File: src/rtl/core/mbe_pkg.sv
// Package for the Mandelbrot escape-time core: widths, constants, types.
package mbe_pkg;

  // Fixed-point format of the complex plane (signed Q4.28)
  localparam int FRAC_BITS = 28;
  localparam int REG_W     = 32;   // origin registers
  localparam int STEP_W    = 31;   // pixel step register
  localparam int PIX_W     = 12;   // pixel column / row
  localparam int CNT_OUT_W = 9;    // escape count field
  localparam int MAX_DIM   = 4096; // frame size limit, larger indexes saturate

  localparam int DEF_MAX_ITER = 256;

  // Datapath widths
  localparam int MAG_W   = FRAC_BITS + 1;     // |z part| < 2^MAG_W when squared
  localparam int ZS_W    = MAG_W + 1;         // signed operand of the squarers
  localparam int PROD_W  = 2 * MAG_W;         // zr^2, zi^2
  localparam int CPROD_W = STEP_W + PIX_W;    // step * pixel index
  localparam int C_W     = CPROD_W + 2;       // origin + step * index
  localparam int Z_W     = C_W + 1;           // c plus a scaled product

  localparam logic signed [Z_W-1:0] Z_LIM = Z_W'(64'd1 << MAG_W);
  localparam logic [PROD_W:0] FOUR = (PROD_W + 1)'(64'd1 << (2 * FRAC_BITS + 2));

  // Configuration
  localparam int CFG_IDX_W = 2;

  typedef enum logic [CFG_IDX_W-1:0] {
    CFG_ORIGIN_RE  = 2'd0,
    CFG_ORIGIN_IM  = 2'd1,
    CFG_PIXEL_STEP = 2'd2
  } cfg_idx_e;

  localparam logic signed [REG_W-1:0] ORIGIN_RE_RST  = 32'shE000_0000;
  localparam logic signed [REG_W-1:0] ORIGIN_IM_RST  = 32'shF000_0000;
  localparam logic [STEP_W-1:0]       PIXEL_STEP_RST = 31'd1048576;

  // Controller
  typedef enum logic [2:0] {
    ST_IDLE,
    ST_LOAD,
    ST_MUL,
    ST_UPD,
    ST_FIN
  } state_e;

  typedef struct packed {
    logic cap;       // capture pixel indexes
    logic load;      // form c, z = c, count = 1
    logic mul;       // register squares and cross product
    logic upd;       // z = z^2 + c, count++
    logic res_load;  // move count into the result register
  } dp_cmd_t;

  typedef struct packed {
    logic big;       // a part of z has magnitude >= 2
    logic at_max;    // count reached the iteration limit
    logic escaped;   // |z|^2 >= 4 from the registered squares
  } dp_sts_t;

endpackage

File: src/rtl/core/mbe_if.sv


interface mbe_cfg_if import mbe_pkg::*; ();
  logic                 valid;
  logic                 ready;
  logic [CFG_IDX_W-1:0] idx;
  logic [REG_W-1:0]     data;

  modport source (output valid, idx, data, input ready);
  modport sink   (input valid, idx, data, output ready);
endinterface

File: src/rtl/core/mbe_cfg_regs.sv
// Configuration registers: origin and pixel step, written over the cfg channel.
module mbe_cfg_regs import mbe_pkg::*; (
  input  logic                     clk_i,
  input  logic                     rst_ni,
  mbe_cfg_if.sink                  cfg_i,
  output logic signed [REG_W-1:0]  origin_re_o,
  output logic signed [REG_W-1:0]  origin_im_o,
  output logic [STEP_W-1:0]        pixel_step_o
);

  logic signed [REG_W-1:0] origin_re_q, origin_re_d;
  logic signed [REG_W-1:0] origin_im_q, origin_im_d;
  logic [STEP_W-1:0]       pixel_step_q, pixel_step_d;

  assign cfg_i.ready = 1'b1;

  always_comb begin
    origin_re_d  = origin_re_q;
    origin_im_d  = origin_im_q;
    pixel_step_d = pixel_step_q;
    if (cfg_i.valid) begin
      unique case (cfg_i.idx)
        CFG_ORIGIN_RE:  origin_re_d  = $signed(cfg_i.data);
        CFG_ORIGIN_IM:  origin_im_d  = $signed(cfg_i.data);
        CFG_PIXEL_STEP: pixel_step_d = cfg_i.data[STEP_W-1:0];
        default: ;  // unknown index, dropped
      endcase
    end
  end

  always_ff @(posedge clk_i or negedge rst_ni) begin
    if (!rst_ni) begin
      origin_re_q  <= ORIGIN_RE_RST;
      origin_im_q  <= ORIGIN_IM_RST;
      pixel_step_q <= PIXEL_STEP_RST;
    end else begin
      origin_re_q  <= origin_re_d;
      origin_im_q  <= origin_im_d;
      pixel_step_q <= pixel_step_d;
    end
  end

  assign origin_re_o  = origin_re_q;
  assign origin_im_o  = origin_im_q;
  assign pixel_step_o = pixel_step_q;

endmodule

File: src/flat_wrapper.sv
// flat-port wrapper written by rule: the top's interface ports become plain ports
module mbe_cfg_regs_flat import mbe_pkg::*;
  (clk_i, rst_ni, origin_re_o, origin_im_o, pixel_step_o, cfg_i_valid, cfg_i_idx, cfg_i_data, cfg_i_ready);
  mbe_cfg_if cfg_i_i ();
  input  logic clk_i;
  input  logic rst_ni;
  output logic signed [REG_W-1:0] origin_re_o;
  output logic signed [REG_W-1:0] origin_im_o;
  output logic [STEP_W-1:0] pixel_step_o;
  input wire logic [$bits(cfg_i_i.valid)-1:0] cfg_i_valid;
  input wire logic [$bits(cfg_i_i.idx)-1:0] cfg_i_idx;
  input wire logic [$bits(cfg_i_i.data)-1:0] cfg_i_data;
  output wire logic [$bits(cfg_i_i.ready)-1:0] cfg_i_ready;
  assign cfg_i_i.valid = cfg_i_valid;
  assign cfg_i_i.idx = cfg_i_idx;
  assign cfg_i_i.data = cfg_i_data;
  assign cfg_i_ready = cfg_i_i.ready;
  mbe_cfg_regs u_core (.clk_i(clk_i), .rst_ni(rst_ni), .cfg_i(cfg_i_i), .origin_re_o(origin_re_o), .origin_im_o(origin_im_o), .pixel_step_o(pixel_step_o));
endmodule
File: config.mk
export PLATFORM = sky130hd
export DESIGN_NAME = mbe_cfg_regs_flat
export DESIGN_NICKNAME = d
export VERILOG_FILES = /design/src/rtl/core/mbe_pkg.sv /design/src/rtl/core/mbe_if.sv /design/src/rtl/core/mbe_cfg_regs.sv /design/src/flat_wrapper.sv
export SDC_FILE = /design/constraint.sdc
export NUM_CORES = 1
export LEC_CHECK = 0
export BUFFER_PORTS_ARGS = -buffer_cell sky130_fd_sc_hd__clkbuf_2
export CAP_MARGIN = 25
export CORE_MARGIN = 4
export CORE_UTILIZATION = 52
export DETAILED_ROUTE_END_ITERATION = 12
export PLACE_DENSITY = 0.84
export SYNTH_ARGS = -nofsm -noshare
export SYNTH_HDL_FRONTEND = slang
export SYNTH_SLANG_ARGS = --single-unit
File: constraint.sdc
create_clock -name clk_i -period 2.22 [get_ports clk_i]
set_input_delay 0 -clock clk_i [delete_from_list [all_inputs] [get_ports clk_i]]
set_output_delay 0 -clock clk_i [all_outputs]
set_load 0.01 [all_outputs]
==> After elaboration in Yosys (flattened, before gate mapping) <==
Index checks and enable logic that the tools add are counted.
{ "totals": {"regBits": 95, "word_cells": 9} }
{ "op_classes": {"eq_ne": 2, "reduce_logical": 4} }
{ "op_table": {"columns": ["cell", "count"], "rows": [
  ["AND reduction 2 bit", 3],
  ["== test 2 x 1 -> 1 bit, second input constant", 1],
  ["== test 2 bit, second input constant", 1],
  ["zero test 2 bit", 1]
]} }

==> Longest topological paths before layout <==
Gate-level depths: netlist (run 1).
{ "logic_depth": {"word_depth": 2, "mapped_depth": 3} }

==> Worst setup path after synthesis (run 1) <==
Ideal clock, no wire load.
{ "synth_path": {"kind": "input-to-reg", "from": "input cfg_i_idx[0]", "to": "register u_core.origin_re_q[10] (netlist: u_core.origin_re_o[10])", "setup_ps": 125, "arrival_time_ps": 782, "required_time_ps": 2095, "path_slack_ps": 1313, "cell_stages": 3, "path_buffers": 1, "cell_sequence": "nor3b_4 > buf_4 > mux2_2"} }
{ "synth_via": {"elab_chain_cells": 2} }
{ "synth_rtl": {"columns": ["item", "line", "rtl"], "rows": [
  ["from (decl)", "flat_wrapper.sv:11", "input wire logic [$bits(cfg_i_i.idx)-1:0] cfg_i_idx;"],
  ["zero test 2 bit", "mbe_cfg_regs.sv:22", "unique case (cfg_i.idx)"],
  ["AND reduction 2 bit (no source line)", null, null],
  ["to (signal assigned)", "mbe_cfg_regs.sv:37", "origin_re_q <= origin_re_d;"],
  ["to (decl)", "mbe_cfg_regs.sv:11", "logic signed [REG_W-1:0] origin_re_q, origin_re_d;"]
]} }
No other way between the ends.
A chain may end at the register's enable or synchronous reset.

==> Worst setup path after layout (run 1) <==
{ "layout_path": {"from": "input cfg_i_idx[1]", "to": "register u_core.origin_im_q[24] (netlist: u_core.origin_im_o[24])"} }
{ "layout_via": {"elab_chain_cells": 2} }
{ "layout_rtl": {"columns": ["item", "line", "rtl"], "rows": [
  ["== test 2 x 1 -> 1 bit", "mbe_cfg_regs.sv:22", null],
  ["AND reduction 2 bit (no source line)", null, null],
  ["to (signal assigned)", "mbe_cfg_regs.sv:38", "origin_im_q <= origin_im_d;"],
  ["to (decl)", "mbe_cfg_regs.sv:12", "logic signed [REG_W-1:0] origin_im_q, origin_im_d;"]
]} }
No other way between the ends.

==> impl_metrics.env, run 1 <==
export IMPL_antenna_found_initial=0
export IMPL_wl_per_cell_um=17.07
export IMPL_final_util=0.7384
export IMPL_crit_path_cell_trace="clkbuf_2 -> nand3b_1 -> buf_4 -> mux2_2"
export IMPL_wl_um=7767
export IMPL_die_y_um=90.86
export IMPL_cp_required_ns=2.45
export IMPL_final_cell_mix="130 x clkbuf_2, 93 x mux2_2, 87 x dfrtp_1"
export IMPL_status="completed"
export IMPL_startpoint_type="input pin"
export IMPL_vdd_ir_drop_max_v=0.0005616
export IMPL_grt_max_degree=54
export IMPL_drc=0
export IMPL_drt_pass1_iterations=3
export IMPL_final_setup_worst_slack_ns=0.8921
export IMPL_ys_ff_latch=95
export IMPL_setup_viol=0
export IMPL_path_max_fanout=17
export IMPL_numCtsBuffers=9
export IMPL_period_share=0.5981
export IMPL_p_leak_nw=2.298
export IMPL_hold_class="in -> async"
export IMPL_nets=410
export IMPL_seq_area_sq_mm=0.002387
export IMPL_dieArea_sq_mm=0.008255
export IMPL_cts_setup_buffers=0
export IMPL_drtAntennaViolNets=0
export IMPL_grt_pass1_vias=2568
export IMPL_critPathTopFamily="simple AND/OR/NAND/NOR gates"
export IMPL_swShare=0.2927
export IMPL_initial_utilization=0.5496
export IMPL_power_switching_w=0.001250
export IMPL_finalSetupTns_ns=0
export IMPL_period_minus_slack_ns=1.328
export IMPL_power_internal_w=0.003021
export IMPL_netlist_area_sq_mm=0.003570
export IMPL_avgSynthCellArea_sq_um=17.50
export IMPL_io_pins=133
export IMPL_die_w_um=90.86
export IMPL_crit_buf_inv=2
export IMPL_cts_resized=0
export IMPL_fin_area_sq_mm=0.004796
export IMPL_multi_input_area_sq_mm=0.001107
export IMPL_grt_pass1_wl_um=12970
export IMPL_vias_per_cell=5.057
export IMPL_yosysUniqueCellTypes=8
export IMPL_slowest_delay_ns=0.66
export IMPL_tightest_slew_ns=0.8375
export IMPL_p_seq_frac=0.526
export IMPL_place_hpwl_um=5304
export IMPL_drt_initial_drc_count=66
export IMPL_power_frac_comb=0.239
export IMPL_synth_fp_nets=241
export IMPL_core_sq_mm=0.006495
export IMPL_ys_warn_count=0
export IMPL_p_per_area_mw_per_mm2=890.7
export IMPL_crit_arrival_ns=1.56
export IMPL_insertion_delay_ns=0.34
export IMPL_relSlewSlack=0.4400
export IMPL_layout_commonest_cell="clkbuf_2"
export IMPL_cts_sinks=95
export IMPL_power_w=0.004272
export IMPL_track_usage=0.1979
export IMPL_drv_slew=0
export IMPL_max_freq_ghz=0.7531
export IMPL_cp_slowest_cell="nand3b_1"
export IMPL_drive_above_1_share=0.6667
export IMPL_syn_instance_count=204
export IMPL_cts_clk_slew_worst_paths_ns=0.09
export IMPL_n_fill_cell=423
export IMPL_finalHoldViolations=0
export IMPL_cts_max_level=3
export IMPL_placed_area_sq_mm=0.004292
export IMPL_row_count=29
export IMPL_cts_tree="built"
export IMPL_postCtsHoldBufs=33
export IMPL_routed_via_count=2301
export IMPL_dpl_worst_slack_ns=0.5033
export IMPL_finClkSkew_ns=0
export IMPL_finalWeightedCongestion=0.7832
export IMPL_cts_root_buf="clkbuf_8"
export IMPL_overflow=0
export IMPL_rsz0062_at_grt="false"
export IMPL_cts_path_max_buffers=2
export IMPL_clkPwrFrac=0.235
export IMPL_yosysSeqAreaShare=0.6688
export IMPL_max_cap_violations=0
export IMPL_diodes=0
export IMPL_critical_path_class="in -> reg"
export IMPL_port_buffers=131
export IMPL_end_kind="flop"
export IMPL_area_growth_pct=34.35
-- Yosys cell counts --
cell,n,area share
dfrtp_1,87,0.61
dfstp_2,8,0.059
conb_1,1,0.0011
mux2_1,2,0.0063
mux2_2,93,0.29
buf_4,10,0.021
nor3b_4,1,0.0053
nand3b_1,2,0.0042
-- area by class of cell --
type | count | area share
clock buffers | 10 | 0.02661
clock inverters | 6 | 0.009653
multi-input cells | 99 | 0.2309
flip-flops and latches | 95 | 0.4978
well taps | 77 | 0.02009
repair buffers | 168 | 0.2150
-- kinds of logic (layout without fill, tap and decap cells) --
kind of cell	Yosys count	count (layout)	share of synthesized area
flip-flops	95	95	0.6688
AND/OR/NAND/NOR	3	3	0.009463
other	1	1	0.001051
multiplexers	95	95	0.2997
buffers and inverters	10	184	0.02103
-- state kept, by name, indices dropped and copies added, names as in the netlist --
register / count
u_core.origin_im_o: 32
u_core.pixel_step_o: 31
u_core.origin_re_o: 32
-- stage by stage --
| step | std cells | hold slack (ns) |
|---|---|---|
| after global routing | 455 | 0.2095 |
| after floorplan | 204 | -0.2956 |
| after detailed placement | 406 | 0.02538 |
| after CTS | 455 | 0.1887 |
| final | 455 | 0.1772 |
| after global placement | 406 | 0.01740 |
-- layer usage --
layer | routed length, um | track usage
met4 | 113 | 0.06784
met2 | 3976 | 0.3490
met3 | 483 | 0.04917
met1 | 3194 | 0.2363
met5 | 0 | 0
-- power groups by stage --
stage	Combinational (W)	Clock (W)	Sequential (W)
detailed placement	0.000986	0	0.00228
CTS	0.00103	0.00103	0.00225
finish	0.00102	0.00100	0.00225
floorplan	0.000332	0	0.00242
global route	0.00111	0.00112	0.00229
global placement	0.000955	0	0.00227
-- final timing paths --
path / startpoint / endpoint / slack, ns / cells past startpoint
hold reg to reg: u_core.origin_re_o[4] / u_core.origin_re_o[4] / 0.49 / 1
setup / recovery: cfg_i_idx[1] / u_core.origin_im_o[24] / 0.89 / 4
max in group asynchronous: rst_ni / u_core.origin_re_o[31] / 1.33 / 3
hold / removal: rst_ni / u_core.origin_im_o[26] / 0.18 / 2
setup reg to reg: u_core.origin_im_o[6] / u_core.origin_im_o[6] / 1.43 / 1
min in group clk_i: cfg_i_idx[0] / u_core.origin_re_o[4] / 0.38 / 4
Power figures use the tool's default switching activity.
==> run 2: changes to the inputs <==
CORE_UTILIZATION = 49   (was 52)
PLACE_DENSITY = 0.8   (was 0.84)
clock period = 1.4 ns   (was 2.22 ns; I/O delays follow)
==> impl_metrics.env, run 2 (same netlist as run 1, synthesis figures left out) <==
export IMPL_drt_initial_drc_count=34
export IMPL_io_pins=133
export IMPL_cts_max_level=3
export IMPL_period_share=0.7222
export IMPL_regToRegStartpoint="u_core.origin_im_o[8]"
export IMPL_drt_pass1_iterations=4
export IMPL_vias_per_cell=4.884
export IMPL_insertion_delay_ns=0.33
export IMPL_grt_max_degree=52
export IMPL_end_kind="primary output"
export IMPL_dieArea_sq_mm=0.008714
export IMPL_rsz0062_at_grt="false"
export IMPL_hold_class="in -> async"
export IMPL_reg2reg_slack_ns=0.61
export IMPL_finClkSkew_ns=0
export IMPL_startpoint_type="flop"
export IMPL_crit_path_cell_trace="clkbuf_2"
export IMPL_track_usage=0.1846
export IMPL_cp_required_ns=1.40
export IMPL_cp_depth=1
export IMPL_wl_per_cell_um=16.28
export IMPL_swShare=0.2770
export IMPL_cp_slowest_cell="dfstp_2"
export IMPL_layout_commonest_cell="clkbuf_2"
export IMPL_status="completed"
export IMPL_wl_um=7735
export IMPL_worstRegToRegCells=1
export IMPL_initial_utilization=0.5141
export IMPL_die_y_um=93.35
export IMPL_path_max_fanout=2
export IMPL_drv_slew=0
export IMPL_overflow=0
export IMPL_cts_root_buf="clkbuf_8"
export IMPL_drive_above_1_share=0.6702
export IMPL_power_switching_w=0.001944
export IMPL_critPathTopFamily="flip-flops"
export IMPL_numCtsBuffers=9
export IMPL_drc=0
export IMPL_max_freq_ghz=0.9891
export IMPL_antenna_found_initial=0
export IMPL_vdd_ir_drop_max_v=0.0007822
export IMPL_cts_sinks=95
export IMPL_final_cell_mix="130 x clkbuf_2, 93 x mux2_2, 87 x dfrtp_1"
export IMPL_finalHoldViolations=0
export IMPL_critical_path_class="reg -> out"
export IMPL_max_cap_violations=0
export IMPL_die_w_um=93.35
export IMPL_period_minus_slack_ns=1.011
export IMPL_grt_pass1_wl_um=12460
export IMPL_cts_tree="built"
export IMPL_finalSetupTns_ns=0
export IMPL_p_seq_frac=0.509
export IMPL_cts_path_max_buffers=2
export IMPL_cts_clk_slew_worst_paths_ns=0.09
export IMPL_finalWeightedCongestion=0.7472
export IMPL_power_frac_comb=0.233
export IMPL_drtAntennaViolNets=0
export IMPL_power_internal_w=0.005075
export IMPL_rr_endpoint="u_core.origin_im_o[8]"
export IMPL_row_count=30
export IMPL_p_per_area_mw_per_mm2=1429
export IMPL_clkPwrFrac=0.258
export IMPL_nets=411
export IMPL_slowest_delay_ns=0.54
export IMPL_grt_pass1_vias=2493
export IMPL_routed_via_count=2320
export IMPL_core_sq_mm=0.006944
export IMPL_cts_resized=0
export IMPL_port_buffers=131
export IMPL_crit_buf_inv=1
export IMPL_n_fill_cell=473
export IMPL_place_hpwl_um=5151
export IMPL_setup_viol=0
export IMPL_diodes=0
export IMPL_crit_arrival_ns=1.01
export IMPL_power_w=0.007019
export IMPL_p_leak_nw=2.357
export IMPL_area_growth_pct=37.57
==> run 2: changes by cell type in the layout (fill, tap and decap cells not counted) <==
cell / change
bufinv_16: +1
clkinv_2: +2
clkinv_4: +1
clkinvlp_4: -4
buf_12: +4
clkbuf_1: -1
clkbuf_8: +2
inv_6: -1
buf_4: -3
==> run 2: worst max-delay path by stage <==
stage | startpoint | endpoint | slack [ns]
floorplan | cfg_i_idx[0] | u_core.origin_re_o[10] | 0.49
global placement | cfg_i_idx[0] | u_core.origin_re_o[8] | 0.35
detailed placement | cfg_i_idx[0] | u_core.origin_re_o[18] | 0.31
CTS | u_core.origin_im_o[28] | origin_im_o[28] | 0.37
global route | u_core.origin_im_o[28] | origin_im_o[28] | 0.34
finish | u_core.origin_im_o[30] | origin_im_o[30] | 0.39
==> run 2: metrics by stage <==
stage                     instance area [sq um]  hold slack [ns]  instances  setup slack, ns  utilization
after detailed placement                   4373          0.01301        426           0.3149       0.6297
after CTS                                  4911           0.1764        475           0.3679       0.7072
after global routing                       4911           0.1985        475           0.3384       0.7072
final                                      4911           0.1745        475           0.3890       0.7072
after global placement                     4373         0.007024        426           0.3465       0.6297
after floorplan                            3570          -0.2956        204           0.4931            -
==> run 2: metal layers <==
layer,share of wire,track usage
met1,0.41,0.2154
met4,0.011,0.05861
met2,0.50,0.3157
met3,0.080,0.06758
met5,0,0
==> run 2: cell type report <==
type                       count  area (sq um)  area share
tap                           96         120.1     0.02446
multi-input combinational     99          1107      0.2255
sequential                    95          2387      0.4861
timing repair buffer         169          1089      0.2217
clock inverter                 5         56.30     0.01146
clock buffer                  11         151.4     0.03083
==> run 2: repair_timing <==
action | 4_1_cts | 5_1_grt
buffers inserted | 0 | 0
setup endpoints to repair | 0 | 0
hold endpoints to repair | 190 | 0
hold buffers | 33 | 0
==> run 2: power groups by stage <==
stage               Combinational [W]  Sequential [W]  Clock (W)
floorplan                    0.000527         0.00384          0
global placement              0.00154         0.00359          0
finish                        0.00163         0.00357    0.00181
detailed placement            0.00159         0.00362          0
global route                  0.00177         0.00364    0.00198
CTS                           0.00166         0.00357    0.00187
