## config.mk

```make
export PLATFORM = sky130hd
export DESIGN_NAME = mbe_ctrl
export DESIGN_NICKNAME = d
export VERILOG_FILES = /design/src/rtl/core/mbe_pkg.sv /design/src/rtl/core/mbe_ctrl.sv
export SDC_FILE = /design/constraint.sdc
export NUM_CORES = 1
export LEC_CHECK = 0
export BUFFER_PORTS_ARGS = -buffer_cell sky130_fd_sc_hd__buf_2
export CORE_AREA = 8 8 45 47
export CTS_BUF_LIST = sky130_fd_sc_hd__clkbuf_8
export DETAILED_ROUTE_END_ITERATION = 7
export DIE_AREA = 0 0 53 55
export PLACE_DENSITY = 0.46
export RECOVER_POWER = 25
export REMOVE_ABC_BUFFERS = 1
export SLEW_MARGIN = 20
export SYNTH_ARGS = -nofsm -noshare
export SYNTH_HDL_FRONTEND = slang
export SYNTH_SLANG_ARGS = --single-unit
```

## constraint.sdc

```tcl
create_clock -name clk_i -period 3 [get_ports clk_i]
set_input_delay 0.6 -clock clk_i [delete_from_list [all_inputs] [get_ports clk_i]]
set_output_delay 0.6 -clock clk_i [all_outputs]
set_load 0.03 [all_outputs]
```

## src/rtl/core/mbe_pkg.sv

```systemverilog
// Package for the Mandelbrot escape-time core: widths, constants, types.
package mbe_pkg;

  // Fixed-point format of the complex plane (signed Q4.28)
  localparam int FRAC_BITS = 28;
  localparam int REG_W     = 32;   // origin registers
  localparam int STEP_W    = 31;   // pixel step register
  localparam int PIX_W     = 12;   // pixel column / row
  localparam int CNT_OUT_W = 9;    // escape count field
  localparam int MAX_DIM   = 4096; // frame size limit, larger indexes saturate

  localparam int DEF_MAX_ITER = 256;

  // Datapath widths
  localparam int MAG_W   = FRAC_BITS + 1;     // |z part| < 2^MAG_W when squared
  localparam int ZS_W    = MAG_W + 1;         // signed operand of the squarers
  localparam int PROD_W  = 2 * MAG_W;         // zr^2, zi^2
  localparam int CPROD_W = STEP_W + PIX_W;    // step * pixel index
  localparam int C_W     = CPROD_W + 2;       // origin + step * index
  localparam int Z_W     = C_W + 1;           // c plus a scaled product

  localparam logic signed [Z_W-1:0] Z_LIM = Z_W'(64'd1 << MAG_W);
  localparam logic [PROD_W:0] FOUR = (PROD_W + 1)'(64'd1 << (2 * FRAC_BITS + 2));

  // Configuration
  localparam int CFG_IDX_W = 2;

  typedef enum logic [CFG_IDX_W-1:0] {
    CFG_ORIGIN_RE  = 2'd0,
    CFG_ORIGIN_IM  = 2'd1,
    CFG_PIXEL_STEP = 2'd2
  } cfg_idx_e;

  localparam logic signed [REG_W-1:0] ORIGIN_RE_RST  = 32'shE000_0000;
  localparam logic signed [REG_W-1:0] ORIGIN_IM_RST  = 32'shF000_0000;
  localparam logic [STEP_W-1:0]       PIXEL_STEP_RST = 31'd1048576;

  // Controller
  typedef enum logic [2:0] {
    ST_IDLE,
    ST_LOAD,
    ST_MUL,
    ST_UPD,
    ST_FIN
  } state_e;

  typedef struct packed {
    logic cap;       // capture pixel indexes
    logic load;      // form c, z = c, count = 1
    logic mul;       // register squares and cross product
    logic upd;       // z = z^2 + c, count++
    logic res_load;  // move count into the result register
  } dp_cmd_t;

  typedef struct packed {
    logic big;       // a part of z has magnitude >= 2
    logic at_max;    // count reached the iteration limit
    logic escaped;   // |z|^2 >= 4 from the registered squares
  } dp_sts_t;

endpackage

```

## src/rtl/core/mbe_ctrl.sv

```systemverilog
// Controller FSM: sequences load, multiply and update passes, owns the handshakes.
module mbe_ctrl import mbe_pkg::*; (
  input  logic    clk_i,
  input  logic    rst_ni,
  input  logic    in_valid_i,
  output logic    in_ready_o,
  output logic    out_valid_o,
  input  logic    out_ready_i,
  output dp_cmd_t cmd_o,
  input  dp_sts_t sts_i
);

  state_e state_q, state_d;
  logic   out_valid_q, out_valid_d;
  logic   res_free;

  assign res_free = !out_valid_q || out_ready_i;

  // next state
  always_comb begin
    state_d = state_q;
    unique case (state_q)
      ST_IDLE: if (in_valid_i) state_d = ST_LOAD;
      ST_LOAD: state_d = ST_MUL;
      ST_MUL: begin
        if (sts_i.at_max || sts_i.big) state_d = ST_FIN;
        else                           state_d = ST_UPD;
      end
      ST_UPD: begin
        if (sts_i.escaped) state_d = ST_FIN;
        else               state_d = ST_MUL;
      end
      ST_FIN: if (res_free) state_d = ST_IDLE;
      default: state_d = ST_IDLE;
    endcase
  end

  // outputs
  always_comb begin
    cmd_o      = '0;
    in_ready_o = 1'b0;
    unique case (state_q)
      ST_IDLE: begin
        in_ready_o = 1'b1;
        cmd_o.cap  = in_valid_i;
      end
      ST_LOAD: cmd_o.load = 1'b1;
      ST_MUL:  cmd_o.mul  = !(sts_i.at_max || sts_i.big);
      ST_UPD:  cmd_o.upd  = !sts_i.escaped;
      ST_FIN:  cmd_o.res_load = res_free;
      default: ;
    endcase
  end

  always_comb begin
    out_valid_d = out_valid_q;
    if (cmd_o.res_load)   out_valid_d = 1'b1;
    else if (out_ready_i) out_valid_d = 1'b0;
  end

  always_ff @(posedge clk_i or negedge rst_ni) begin
    if (!rst_ni) begin
      state_q     <= ST_IDLE;
      out_valid_q <= 1'b0;
    end else begin
      state_q     <= state_d;
      out_valid_q <= out_valid_d;
    end
  end

  assign out_valid_o = out_valid_q;

endmodule

```

Word level (Yosys, flattened, before mapping)
Cells that the tools add are included.
{ "op_classes": {"n_eq_ne": 6, "n_mux": 13, "n_reduce_logical": 8} }
{ "ops": {"columns": ["op", "count"], "rows": [
  ["3-bit one-hot mux with 5 select lines", 1],
  ["3-bit two-way mux", 4],
  ["1-bit two-way mux", 8],
  ["3-bit by 2-bit equality test with 1-bit output (second input constant)", 2],
  ["2-bit inequality test (second input constant)", 2],
  ["3-bit by 1-bit equality test with 1-bit output (second input constant)", 1],
  ["3-bit equality test (second input constant)", 1],
  ["1-bit logical NOT", 3],
  ["3-bit logical NOT", 1],
  ["1-bit logical OR", 2],
  ["2-bit AND reduction", 1],
  ["2-bit nonzero test", 1]
]} }
{ "totals": {"ff_bits": 4, "inputBits": 7, "out_inout_bits": 7} }

Logic depth before layout (Yosys ltp)
Gate-level depths: netlist of run 1.
{ "depth": {"depth_word": 4, "depth_mapped": 4, "depth_no_buf": 2} }

Least setup slack after synthesis of run 1
Ideal clock, no wire load.
{ "synth_path": {"path_kind": "flip-flop to output port", "startpoint": "register state_q[0]", "endpoint": "output port cmd_o[4] (netlist name)", "arrival_time_ns": 1.723, "setup_slack_ns": 0.677, "path_stages_with_launch": 4, "cell_sequence": "dfrtp_1 -> buf_4 -> nor3_1 -> and2_1"} }
{ "synth_lines": {"columns": ["element", "line", "rtl"], "rows": [
  ["start, declared", "mbe_ctrl.sv:13", "state_e state_q, state_d;"],
  ["start signal, assigned", "mbe_ctrl.sv:66", "state_q <= state_d;"],
  ["end, declared", "mbe_ctrl.sv:9", "output dp_cmd_t cmd_o,"]
]} }

==> results by group, run 1 <==
Cells and area
  • Sequential cell area: 100 sq um
  • Area Growth Syn to Fin: 43.8%
  • Share of final-layout standard cells stronger than drive strength 1: 50.0%
  • Number of diodes added for antenna fixing: 0
  • Area taken by multi-input logic gates: 129 sq um
  • Post-route core utilization: 26.1%
  • Fin nets: 47
  • Fillers: 157

Critical path
  • Maximum fanout along the worst path: 3
  • Worst setup slack for register-to-register paths: 1.82 ns
  • Cell-by-cell listing of the critical path: buf_2, or4b_4, nor2_1, buf_2
  • Cells on worst reg2reg path: 2
  • Worst Path Arrival: 1.57 ns
  • Worst-path cell with the longest stage delay: or4b_4
  • Reg-to-Reg End: state_q[1]
  • Crit path largest cell delay: 0.56 ns
  • Worst reg2reg path startpoint: state_q[2]
  • Critical Setup Path Class: input pin to output pin
  • CP dominant cell by count: buf_2
  • Worst path required time: 2.40 ns
  • Startpoint types: input pin
  • Type of destination of the critical path: output pin

Power and ir drop
  • Pwr per Cell Area: 1130 mW/mm^2
  • Maximum vdd ir drop: 430 uV
  • Lkg Pwr: 0.195 nW

Routing
  • First-pass detailed-route iteration total: 3
  • Average vias per placed instance: 4.19
  • Routed wire length per instance: 11.0 microns
  • DRC violation count after routing: 0
  • Antenna violation net count after detailed routing: 0
  • DRC marker count from the first detailed-route iteration: 3
  • DR vias: 226
  • WL final: 596 microns

GRT
  • Gr ovfl total: 0
  • First-pass GRT wire length: 1.06 mm
  • Number of antenna violations at the first check in global routing: 0
  • Pin count of the biggest net entering global routing: 10
  • All-layer global routing usage: 5.42%
  • Vias in the first global route: 241

Synth
  • Area share of the largest cell type after synthesis: 39.8%
  • Largest cells by area after synthesis: dfrtp_1, buf_4, o2bb2ai_2, or4b_4, nor2b_1
  • Leading register cell type out of synthesis: dfrtp_1
  • Sequential element share of the synthesized area: 39.8%
  • Post-Synthesis Cells: 24
  • Largest area contributor in the synthesized netlist: dfrtp_1
  • Register bit count reported by yosys: 4
  • Number of synthesis warnings: 0
  • Library cell with the highest instance count after synthesis: dfrtp_1
  • Leading post-synthesis cells by instance count: dfrtp_1, buf_4, inv_1, nor2b_1, nor3_1
  • Mapped Avg Cell Area: 10.5 sq um
  • Post-synth EDFFs: 0
  • Synthesized cell area: 251 sq um
  • Ys async rst share: 100%
  • Count of unique library cells instantiated by Yosys: 17

Job
  • Reported max-cap violation count: 0

Floorplan
  • Die boundary width: 53 microns
  • Number of primary I/O pins: 14
  • Starting utilization of the core area: 18.2%
  • Cell Rows: 14
  • Floorplan core area: 0.00138 sq mm
  • Vertical die dimension: 55 microns
  • Floorplan die area: 0.00292 sq mm

STA
  • Final clock period utilization by the worst path: 72.2%
  • Final setup viols: 0
  • Final clock skew: 0.00363 ns
  • Final Max Slew Viols: 0
  • Setup Total Neg Slack: 0 ns
  • RSZ-0062 raised after global routing: no
  • Post-layout min period: 2.17 ns
  • Fin worst setup slack: 0.833 ns
  • Worst rel slew slack: 78.5%
  • Actual slew at the worst max-slew pin: 0.320 ns
  • Fmax achieved: 461 MHz
  • Hold Violations, Final: 0

Placement
  • Port Buffer Count: 13
  • Detailed placer's ending HPWL: 503 microns
  • Worst-case setup slack after placement: 0.830 ns
  • Final weighted congestion in routability-driven placement: 0.641

Clock tree
  • Insertion delay of the later-clocked pin in the worst-skew pair: 0.21 ns
  • Maximum root-to-sink buffer count: 2
  • Cts hold-fix bufs: 0
  • Count of clock tree sinks: 4
  • Number of buffers added for setup after CTS: 0
  • CTS H-Tree Depth: 1
  • CTS resizes: 0
  • Clock-pin slew reported for the worst setup and hold paths after clock tree synthesis: 0.03 ns
  • Num CTS Buffers: 3
  • CTS tree: built
  • CTS root buf: clkbuf_8

Worst hold path
  • Hold/Removal Path Class: input pin to async pin

Run status
  • Result of the run: finished clean
[where the power goes]
group	internal, mW	total, mW	switching (mW)
Clock	0.0853	0.110	0.0250
Sequential	0.0765	0.107	0.0307
Combinational	0.0731	0.192	0.119
Total	0.235	0.409	0.175
[how the worst max path moves through the flow]
stage | startpoint | to | slack [ns] | cells past startpoint
floorplan | state_q[0] | cmd_o[4] | 0.71 | 2
global placement | sts_i[2] | cmd_o[2] | 0.83 | 4
detailed placement | sts_i[2] | cmd_o[2] | 0.83 | 4
CTS | sts_i[2] | cmd_o[2] | 0.82 | 4
global route | sts_i[2] | cmd_o[2] | 0.79 | 4
finish | sts_i[2] | cmd_o[2] | 0.83 | 4
[per-layer routing]
metal,part of all wire (%),global-route usage (%)
met1,42,5.04
met2,41,6.45
met3,16,6.42
met4,0,3.88
met5,0,0
[logic make-up after synthesis]
kind of cell           Yosys count  share of synthesized area [%]
DFF                              4                           39.8
AOI/OAI and AO/OA                3                           14.4
and+or+nand+nor                 13                           36.8
buffers and inverters            4                           8.95
[final cells by class]
class | count | share of cell area, %
repair buffers | 13 | 17.6
multi-input cells | 16 | 35.6
inverters | 2 | 2.08
clock buffers | 3 | 11.4
flip-flops and latches | 4 | 27.7
well taps | 16 | 5.54
[critical path: cells and delay by family]
kind	cells	cell delay (ns)
simple gates	2	0.66
buf+inv	2	0.30
[per-stage QoR]
step / instance area, sq um / instances / power (mW) / hold slack (ns)
floorplan: 236 / 22 / 0.246 / 0.304
global placement: 322 / 51 / 0.304 / 0.408
detailed placement: 322 / 51 / 0.305 / 0.408
CTS: 363 / 54 / 0.420 / 0.177
global route: 362 / 54 / 0.447 / 0.202
finish: 362 / 54 / 0.409 / 0.202
[registers in the layout, summed over array words and instances (netlist names)]
register     flops
out_valid_o      1
state_q          3
[layout by cell type (no fill, tap or decap)]
cell,n
or4bb_1,1
clkbuf_8,3
clkbuf_1,1
inv_1,2
nor2b_1,2
nand2b_1,1
o32ai_1,1
o211ai_2,1
and2_1,1
o2bb2ai_2,1
nand2_1,1
or4b_4,1
or3b_2,1
dfrtp_1,4
buf_2,12
or3b_1,1
or2b_1,1
nor3_1,2
nor2_1,1
(Power assumes the default switching activity.)
==> run 2, diff against run 1 <==
--- a/config.mk
+++ b/config.mk
@@ -5,6 +5,7 @@
 export SDC_FILE = /design/constraint.sdc
 export NUM_CORES = 1
 export LEC_CHECK = 0
+export ABC_AREA = 1
 export BUFFER_PORTS_ARGS = -buffer_cell sky130_fd_sc_hd__buf_2
 export CORE_AREA = 8 8 45 47
 export CTS_BUF_LIST = sky130_fd_sc_hd__clkbuf_8
==> constraint.sdc (replaced) <==
create_clock -name clk_i -period 1.77 [get_ports clk_i]
set_input_delay 0.354 -clock clk_i [delete_from_list [all_inputs] [get_ports clk_i]]
set_output_delay 0.354 -clock clk_i [all_outputs]
set_load 0.03 [all_outputs]
==> run 2 against run 1 <==
Compared with the run above: count of clock-buffer cells in the layout is the same; register-to-register slack got worse by 1.1 ns; critical path depth rose by 1; synthesized area fell by 3.0%; via count is 22% higher; sequential cell count did not move; utilization is 0.72 points higher; synthesized cell count rose by 50%; clock skew fell by 0.0021 ns; critical path type is now flip-flop to output pin; critical endpoint is now cmd_o[1]; highest routed layer is now met4.
==> results by group, run 2 <==
GRT
  • Global-route layer with the greatest usage: met2
  • First-pass GRT wire length: 952 microns (-9.8%)
  • Global routing met1 resource utilization: 4.74% (-0.30 points)
  • Routing usage on met3: 2.94% (-3.5 points)
  • Global routing usage on met2: 6.45% (unchanged)
  • Vias in the first global route: 253 (+5.0%)
  • Pin count of the biggest net entering global routing: 8 (-2)
  • Number of antenna violations at the first check in global routing: 0 (unchanged)
  • All-layer global routing usage: 4.60% (-0.82 points)
  • Gr ovfl total: 0 (unchanged)

Clock tree
  • CTS H-Tree Depth: 1 (unchanged)
  • CTS root buf: clkbuf_8
  • CTS resizes: 0 (unchanged)
  • CTS tree: built
  • Num CTS Buffers: 3 (unchanged)
  • Number of buffers added for setup after CTS: 0 (unchanged)
  • Count of clock tree sinks: 4 (unchanged)
  • Clock-pin slew reported for the worst setup and hold paths after clock tree synthesis: 0.03 ns (about the same)
  • Maximum root-to-sink buffer count: 2 (unchanged)
  • Insertion delay of the later-clocked pin in the worst-skew pair: 0.22 ns (about the same)

Floorplan
  • Cell Rows: 14 (unchanged)
  • Vertical die dimension: 55 microns (unchanged)
  • Floorplan core area: 0.00138 sq mm (unchanged)
  • Floorplan die area: 0.00292 sq mm (unchanged)
  • Die boundary width: 53 microns (unchanged)
  • Number of primary I/O pins: 14 (unchanged)
  • Starting utilization of the core area: 17.6% (-0.54 points)

Power and ir drop
  • Pwr per Cell Area: 2010 mW/mm^2 (+78%)
  • Cell internal pwr: 0.392 mW (+67%)
  • Clk network pwr share: 25.4% (-1.5 points)
  • Maximum vdd ir drop: 526 uV (+22%)
  • Logic gate share of total power: 49.4% (+2.5 points)
  • Switching share of total power: 47.7% (+5.0 points)
  • Lkg Pwr: 0.219 nW (+12%)
  • Sequential share of power: 25.2% (-1.0 points)
  • Switching Power: 0.357 mW (+100%)

Cells and area
  • Area Growth Syn to Fin: 52.3%
  • Share of final-layout standard cells stronger than drive strength 1: 32.7% (-17 points)
  • Number of diodes added for antenna fixing: 0 (unchanged)
  • Most common library cell in the layout ignoring fill and taps: buf_2
  • Largest register FFs: 3 (unchanged)
  • Fin nets: 61 (+30%)
  • Design Area, Final: 372 sq um (+2.8%)
  • Most flops, register: state_q
  • Commonest non-fill, non-tap cells in the layout: buf_2, nand3_1, inv_1, nor2_1, dfrtp_1

STA
  • Fmax achieved: 633 MHz
  • Actual slew at the worst max-slew pin: 0.198 ns (-0.122 ns)
  • Hold Violations, Final: 0 (unchanged)
  • Final clock skew: 0.00153 ns (-0.00210 ns)
  • Setup Total Neg Slack: 0 ns (unchanged)
  • Post-layout min period: 1.58 ns
  • Final Max Slew Viols: 0 (unchanged)
  • Final clock period utilization by the worst path: 89.3%
  • Worst rel slew slack: 86.7% (+8.1 points)
  • Final setup viols: 0 (unchanged)
  • RSZ-0062 raised after global routing: no

Synth
  • Number of synthesis warnings: 0 (unchanged)
  • Fraction of synthesized area in multiplexers: 0% (unchanged)
  • Ys async rst share: 100% (unchanged)
  • Dominant combinational cell family by area after synthesis: simple AND/OR/NAND/NOR gates
  • Post-synthesis share of cell area spent on full adders, half adders and majority gates: 0% (unchanged)
  • Library cell with the highest instance count after synthesis: nand3_1
  • Largest area contributor in the synthesized netlist: dfrtp_1
  • Leading post-synthesis cells by instance count: nand3_1, inv_1, nor2_1
  • Largest cells by area after synthesis: dfrtp_1, nand3_1, inv_1, nor2_1, nand2_1
  • Post-Synthesis Cells: 36 (+50%)
  • Mapped Avg Cell Area: 6.78 sq um (-35%)
  • Count of unique library cells instantiated by Yosys: 12 (-5)
  • Area share of the largest cell type after synthesis: 41.0% (+1.2 points)
  • Synthesized cell area: 244 sq um (-3.0%)
  • Xor and xnor area share after synthesis: 0% (unchanged)
  • Synthesized-area fraction occupied by ao, oa, aoi and oai cells: 2.05% (-12 points)
  • Leading register cell type out of synthesis: dfrtp_1
  • Area share of and/or/nand/nor cells after synthesis: 41.5% (+4.7 points)
  • Sequential element share of the synthesized area: 41.0% (+1.2 points)
  • Post-synth EDFFs: 0 (unchanged)
  • Register bit count reported by yosys: 4 (unchanged)

Critical path
  • Startpoint types: flip-flop
  • Critical Path Source: state_q[1]
  • Cells on worst reg2reg path: 4 (+2)
  • Reg-to-Reg End: state_q[0]
  • Worst path required time: 1.42 ns (-0.98 ns)
  • Worst reg2reg path startpoint: state_q[0]
  • Type of destination of the critical path: output pin
  • Worst Path Arrival: 1.23 ns (-0.34 ns)
  • Maximum fanout along the worst path: 5 (+2)
  • Critical Setup Path Class: flip-flop to output pin
  • Worst setup slack for register-to-register paths: 0.77 ns (-1.05 ns)

Run status
  • Result of the run: finished clean

Routing
  • Average vias per placed instance: 4.04 (-3.4%)
  • Routed wire length per instance: 9.18 microns (-17%)
  • Antenna violation net count after detailed routing: 0 (unchanged)
  • WL final: 624 microns (+4.7%)
  • DRC marker count from the first detailed-route iteration: 1 (-2)
  • DR vias: 275 (+22%)
  • DRC violation count after routing: 0 (unchanged)
  • First-pass detailed-route iteration total: 2 (-1)

Worst hold path
  • Cell count of the worst hold path: 2
  • Hold/Removal Path Class: input pin to flip-flop
  • Source of the worst hold timing path: out_ready_i
  • Endpoint of the worst hold path: out_valid_o

Placement
  • Port Buffer Count: 13 (unchanged)
  • Final weighted congestion in routability-driven placement: 0.681 (+6.4%)
  • Total placed instance area: 322 sq um (unchanged)
  • Detailed placer's ending HPWL: 529 microns (+5.2%)

Job
  • Reported max-cap violation count: 0 (unchanged)
run 2: cell types whose count changed after synthesis, sizes merged, moves of 2 or more:
| cell | previous run | this run |
|---|---|---|
| inv | 2 | 8 |
| nand2 | 1 | 3 |
| nand3 | 0 | 8 |
| nor2 | 1 | 8 |
| nor2b | 2 | 0 |
| or3b | 2 | 0 |
run 2: per-stage QoR:
stage               hold slack [ns]  util, %  power (mW)  cells  worst slack (ns)
finish                        0.333     26.9       0.748     68             0.190
global route                  0.355     26.9       0.801     68            0.0932
CTS                           0.334     26.9       0.764     68             0.180
detailed placement            0.165     23.2       0.567     64             0.366
global placement              0.164     23.2       0.573     64             0.381
floorplan                    0.0584        -       0.458     35           0.00126
run 2: metal layers:
| layer | up-vias | part of all wire [%] |
|---|---|---|
| met1 | 116 | 42 |
| met2 | 11 | 45 |
| li1 | 145 | - |
| met3 | 3 | 9.8 |
| met5 | - | 0 |
| met4 | 0 | 2.7 |
run 2: how the worst max path moves through the flow:
| stage | to | slack [ns] | cells past startpoint |
|---|---|---|---|
| after floorplan | cmd_o[4] | 0.001 | 1 |
| after global placement | cmd_o[2] | 0.38 | 4 |
| after detailed placement | cmd_o[2] | 0.37 | 4 |
| after CTS | cmd_o[1] | 0.18 | 5 |
| after global routing | cmd_o[1] | 0.09 | 5 |
| final | cmd_o[1] | 0.19 | 5 |
run 2: cell type report:
class	instances	area [sq um]
clock buffer	3	41.3
fill	170	1010
inverter	8	30.0
multi-input combinational	23	106
sequential	4	100
tap	16	20.0
timing repair buffer	14	73.8
run 2: timing repair:
| action | 4_1_cts | 5_1_grt |
|---|---|---|
| hold endpoints to repair | 4 | 0 |
| hold buffers | 1 | 0 |
| setup endpoints to repair | 0 | 0 |
run 2: power by group through the flow:
stage / combinational [mW] / sequential (mW) / clock, mW
after global routing: 0.406 / 0.195 / 0.200
after CTS: 0.379 / 0.190 / 0.194
after detailed placement: 0.376 / 0.191 / 0
after global placement: 0.380 / 0.193 / 0
after floorplan: 0.257 / 0.201 / 0
final: 0.370 / 0.189 / 0.190
run 2: cell families after synthesis:
logic type	Yosys count
and+or+nand+nor	22
buffers and inverters	9
DFF	4
AOI/OAI and AO/OA	1
run 2: critical path: stages, from the launching register on:
cell	delay (ns)
dfrtp_1	0.40
inv_1	0.07
nor2_1	0.17
nand3_1	0.12
inv_1	0.06
buf_2	0.18
==> run 3, diff against run 2 <==
--- a/config.mk
+++ b/config.mk
@@ -11,7 +11,8 @@
 export CTS_BUF_LIST = sky130_fd_sc_hd__clkbuf_8
 export DETAILED_ROUTE_END_ITERATION = 7
 export DIE_AREA = 0 0 53 55
-export PLACE_DENSITY = 0.46
+export GPL_TIMING_DRIVEN = 0
+export PLACE_DENSITY = 0.45
 export RECOVER_POWER = 25
 export REMOVE_ABC_BUFFERS = 1
 export SLEW_MARGIN = 20
==> constraint.sdc (replaced) <==
create_clock -name clk_i -period 1.85 [get_ports clk_i]
set_input_delay 0.37 -clock clk_i [delete_from_list [all_inputs] [get_ports clk_i]]
set_output_delay 0.37 -clock clk_i [all_outputs]
set_load 0.03 [all_outputs]
==> run 3 against run 2 <==
Compared with the run above: design area stayed put; routed wire length shrank 0.16%; utilization unchanged; final cell count is the same; critical path type unchanged; first-iteration DRC count grew to 3.0 times the previous value; die area unchanged; combinational power shrank 5%; sequential power is 4% lower; largest power group unchanged.
==> results by group, run 3 (synthesized netlist as in run 2, its figures left out) <==
GRT
  • All-layer global routing usage: 5.31% (+0.71 points)
  • Global-route layer with the greatest usage: met2
  • Pin count of the biggest net entering global routing: 8 (unchanged)
  • Global routing met1 resource utilization: 5.05% (+0.31 points)
  • Vias in the first global route: 274 (+8.3%)
  • Gr ovfl total: 0 (unchanged)
  • Number of antenna violations at the first check in global routing: 0 (unchanged)
  • Routing usage on met3: 4.81% (+1.9 points)
  • Global routing usage on met2: 7.23% (+0.78 points)
  • First-pass GRT wire length: 1.06 mm (+12%)

Placement
  • Final weighted congestion in routability-driven placement: 0.671 (-1.5%)
  • Detailed placer's ending HPWL: 536 microns (+1.3%)
  • Total placed instance area: 322 sq um (unchanged)
  • Port Buffer Count: 13 (unchanged)

Cells and area
  • Commonest non-fill, non-tap cells in the layout: buf_2, nand3_1, inv_1, nor2_1, dfrtp_1
  • Design Area, Final: 372 sq um (unchanged)
  • Most flops, register: state_q
  • Largest register FFs: 3 (unchanged)
  • Fin nets: 61 (unchanged)
  • Number of diodes added for antenna fixing: 0 (unchanged)
  • Post-route core utilization: 26.9% (unchanged)
  • Share of final-layout standard cells stronger than drive strength 1: 32.7% (unchanged)
  • Most common library cell in the layout ignoring fill and taps: buf_2
  • Area Growth Syn to Fin: 52.3% (unchanged)

Routing
  • WL final: 623 microns (-0.16%)
  • DRC marker count from the first detailed-route iteration: 3 (+2)
  • Antenna violation net count after detailed routing: 0 (unchanged)
  • Routed wire length per instance: 9.16 microns (-0.16%)
  • DRC violation count after routing: 0 (unchanged)
  • DR vias: 271 (-1.5%)
  • Average vias per placed instance: 3.99 (-1.5%)
  • First-pass detailed-route iteration total: 4 (+2)

Power and ir drop
  • Maximum vdd ir drop: 764 uV (+45%)
  • Lkg Pwr: 0.219 nW (unchanged)
  • Pwr per Cell Area: 1920 mW/mm^2 (-4.7%)

Critical path
  • Worst setup slack for register-to-register paths: 0.87 ns (+0.10 ns)
  • CP dominant cell by count: nor2_1
  • Type of destination of the critical path: output pin
  • Maximum fanout along the worst path: 7 (+2)
  • Worst-path cell with the longest stage delay: dfrtp_1
  • Worst Path Buf+Inv: 1 (-2)
  • Worst path required time: 1.48 ns (+0.06 ns)
  • Cells on worst reg2reg path: 4 (unchanged)
  • Crit path largest cell delay: 0.44 ns (+0.04 ns)
  • Worst Path Arrival: 1.22 ns (about the same)
  • Cell-by-cell listing of the critical path: nor2_1, nand2_1, nor2_1, buf_2
  • Reg-to-Reg End: state_q[0]
  • Worst reg2reg path startpoint: state_q[0]
  • Startpoint types: flip-flop
  • Critical Setup Path Class: flip-flop to output pin
  • Category of cells accounting for the largest share of critical-path delay: flip-flops

Worst hold path
  • Endpoint of the worst hold path: out_valid_o
  • Cell count of the worst hold path: 2 (unchanged)
  • Hold/Removal Path Class: input pin to flip-flop
  • Source of the worst hold timing path: out_ready_i

STA
  • Post-layout min period: 1.59 ns
  • Final clock skew: 0.00362 ns (+0.00209 ns)
  • Hold Violations, Final: 0 (unchanged)
  • Final Max Slew Viols: 0 (unchanged)
  • Final setup viols: 0 (unchanged)
  • RSZ-0062 raised after global routing: no
  • Fmax achieved: 630 MHz
  • Actual slew at the worst max-slew pin: 0.222 ns (+0.0238 ns)
  • Setup Total Neg Slack: 0 ns (unchanged)
  • Worst rel slew slack: 85.2% (-1.5 points)
  • Final clock period utilization by the worst path: 85.8%

Floorplan
  • Starting utilization of the core area: 17.6% (unchanged)
  • Floorplan die area: 0.00292 sq mm (unchanged)
  • Cell Rows: 14 (unchanged)
  • Vertical die dimension: 55 microns (unchanged)
  • Number of primary I/O pins: 14 (unchanged)
  • Floorplan core area: 0.00138 sq mm (unchanged)
  • Die boundary width: 53 microns (unchanged)

Job
  • Reported max-cap violation count: 0 (unchanged)

Clock tree
  • Maximum root-to-sink buffer count: 2 (unchanged)
  • Insertion delay of the later-clocked pin in the worst-skew pair: 0.21 ns (about the same)
  • CTS tree: built
  • Cts hold-fix bufs: 1 (unchanged)
  • CTS root buf: clkbuf_8
  • Num CTS Buffers: 3 (unchanged)
  • Count of clock tree sinks: 4 (unchanged)
  • Number of buffers added for setup after CTS: 0 (unchanged)
  • CTS resizes: 0 (unchanged)
  • CTS H-Tree Depth: 1 (unchanged)
  • Clock-pin slew reported for the worst setup and hold paths after clock tree synthesis: 0.03 ns (about the same)

Run status
  • Result of the run: finished clean
-- run 3: cell counts in the layout (fill, tap and decap cells not counted) --
No cell type changed its count.
-- run 3: worst max path at each step --
stage	slack (ns)	to	startpoint	cells past startpoint
5_1_grt	0.10	cmd_o[1]	state_q[1]	5
3_5_place_dp	0.40	cmd_o[2]	sts_i[2]	4
2_1_floorplan	0.07	cmd_o[4]	state_q[0]	1
6_report	0.26	cmd_o[0]	state_q[0]	4
4_1_cts	0.24	cmd_o[1]	state_q[1]	5
3_3_place_gp	0.40	cmd_o[2]	sts_i[2]	4
-- run 3: cell type report --
type,count,area [sq um]
multi-input cells,23,106
well taps,16,20.0
repair buffers,14,73.8
clock buffers,3,41.3
inverters,8,30.0
fillers,154,1010
flip-flops and latches,4,100
-- run 3: power breakdown --
| part | internal [mW] | total, mW | leakage [nW] | switching [mW] |
|---|---|---|---|---|
| registers | 0.130 | 0.181 | 0.0520 | 0.0517 |
| logic | 0.106 | 0.353 | 0.146 | 0.246 |
| clock network | 0.138 | 0.179 | 0.0216 | 0.0407 |
-- run 3: layer usage --
metal  vias up  share of wire (%)
li1        144                  -
met3         0                 11
met2        10                 47
met5         -                  0
met4         0                  0
met1       117                 42
-- run 3: metrics by stage --
stage / hold WS [ns] / setup slack, ns / cells / power, mW
final: 0.352 / 0.263 / 68 / 0.713
after global routing: 0.371 / 0.104 / 68 / 0.777
after CTS: 0.354 / 0.242 / 68 / 0.730
after detailed placement: 0.177 / 0.400 / 64 / 0.543
after global placement: 0.179 / 0.402 / 64 / 0.543
after floorplan: 0.0744 / 0.0653 / 35 / 0.438
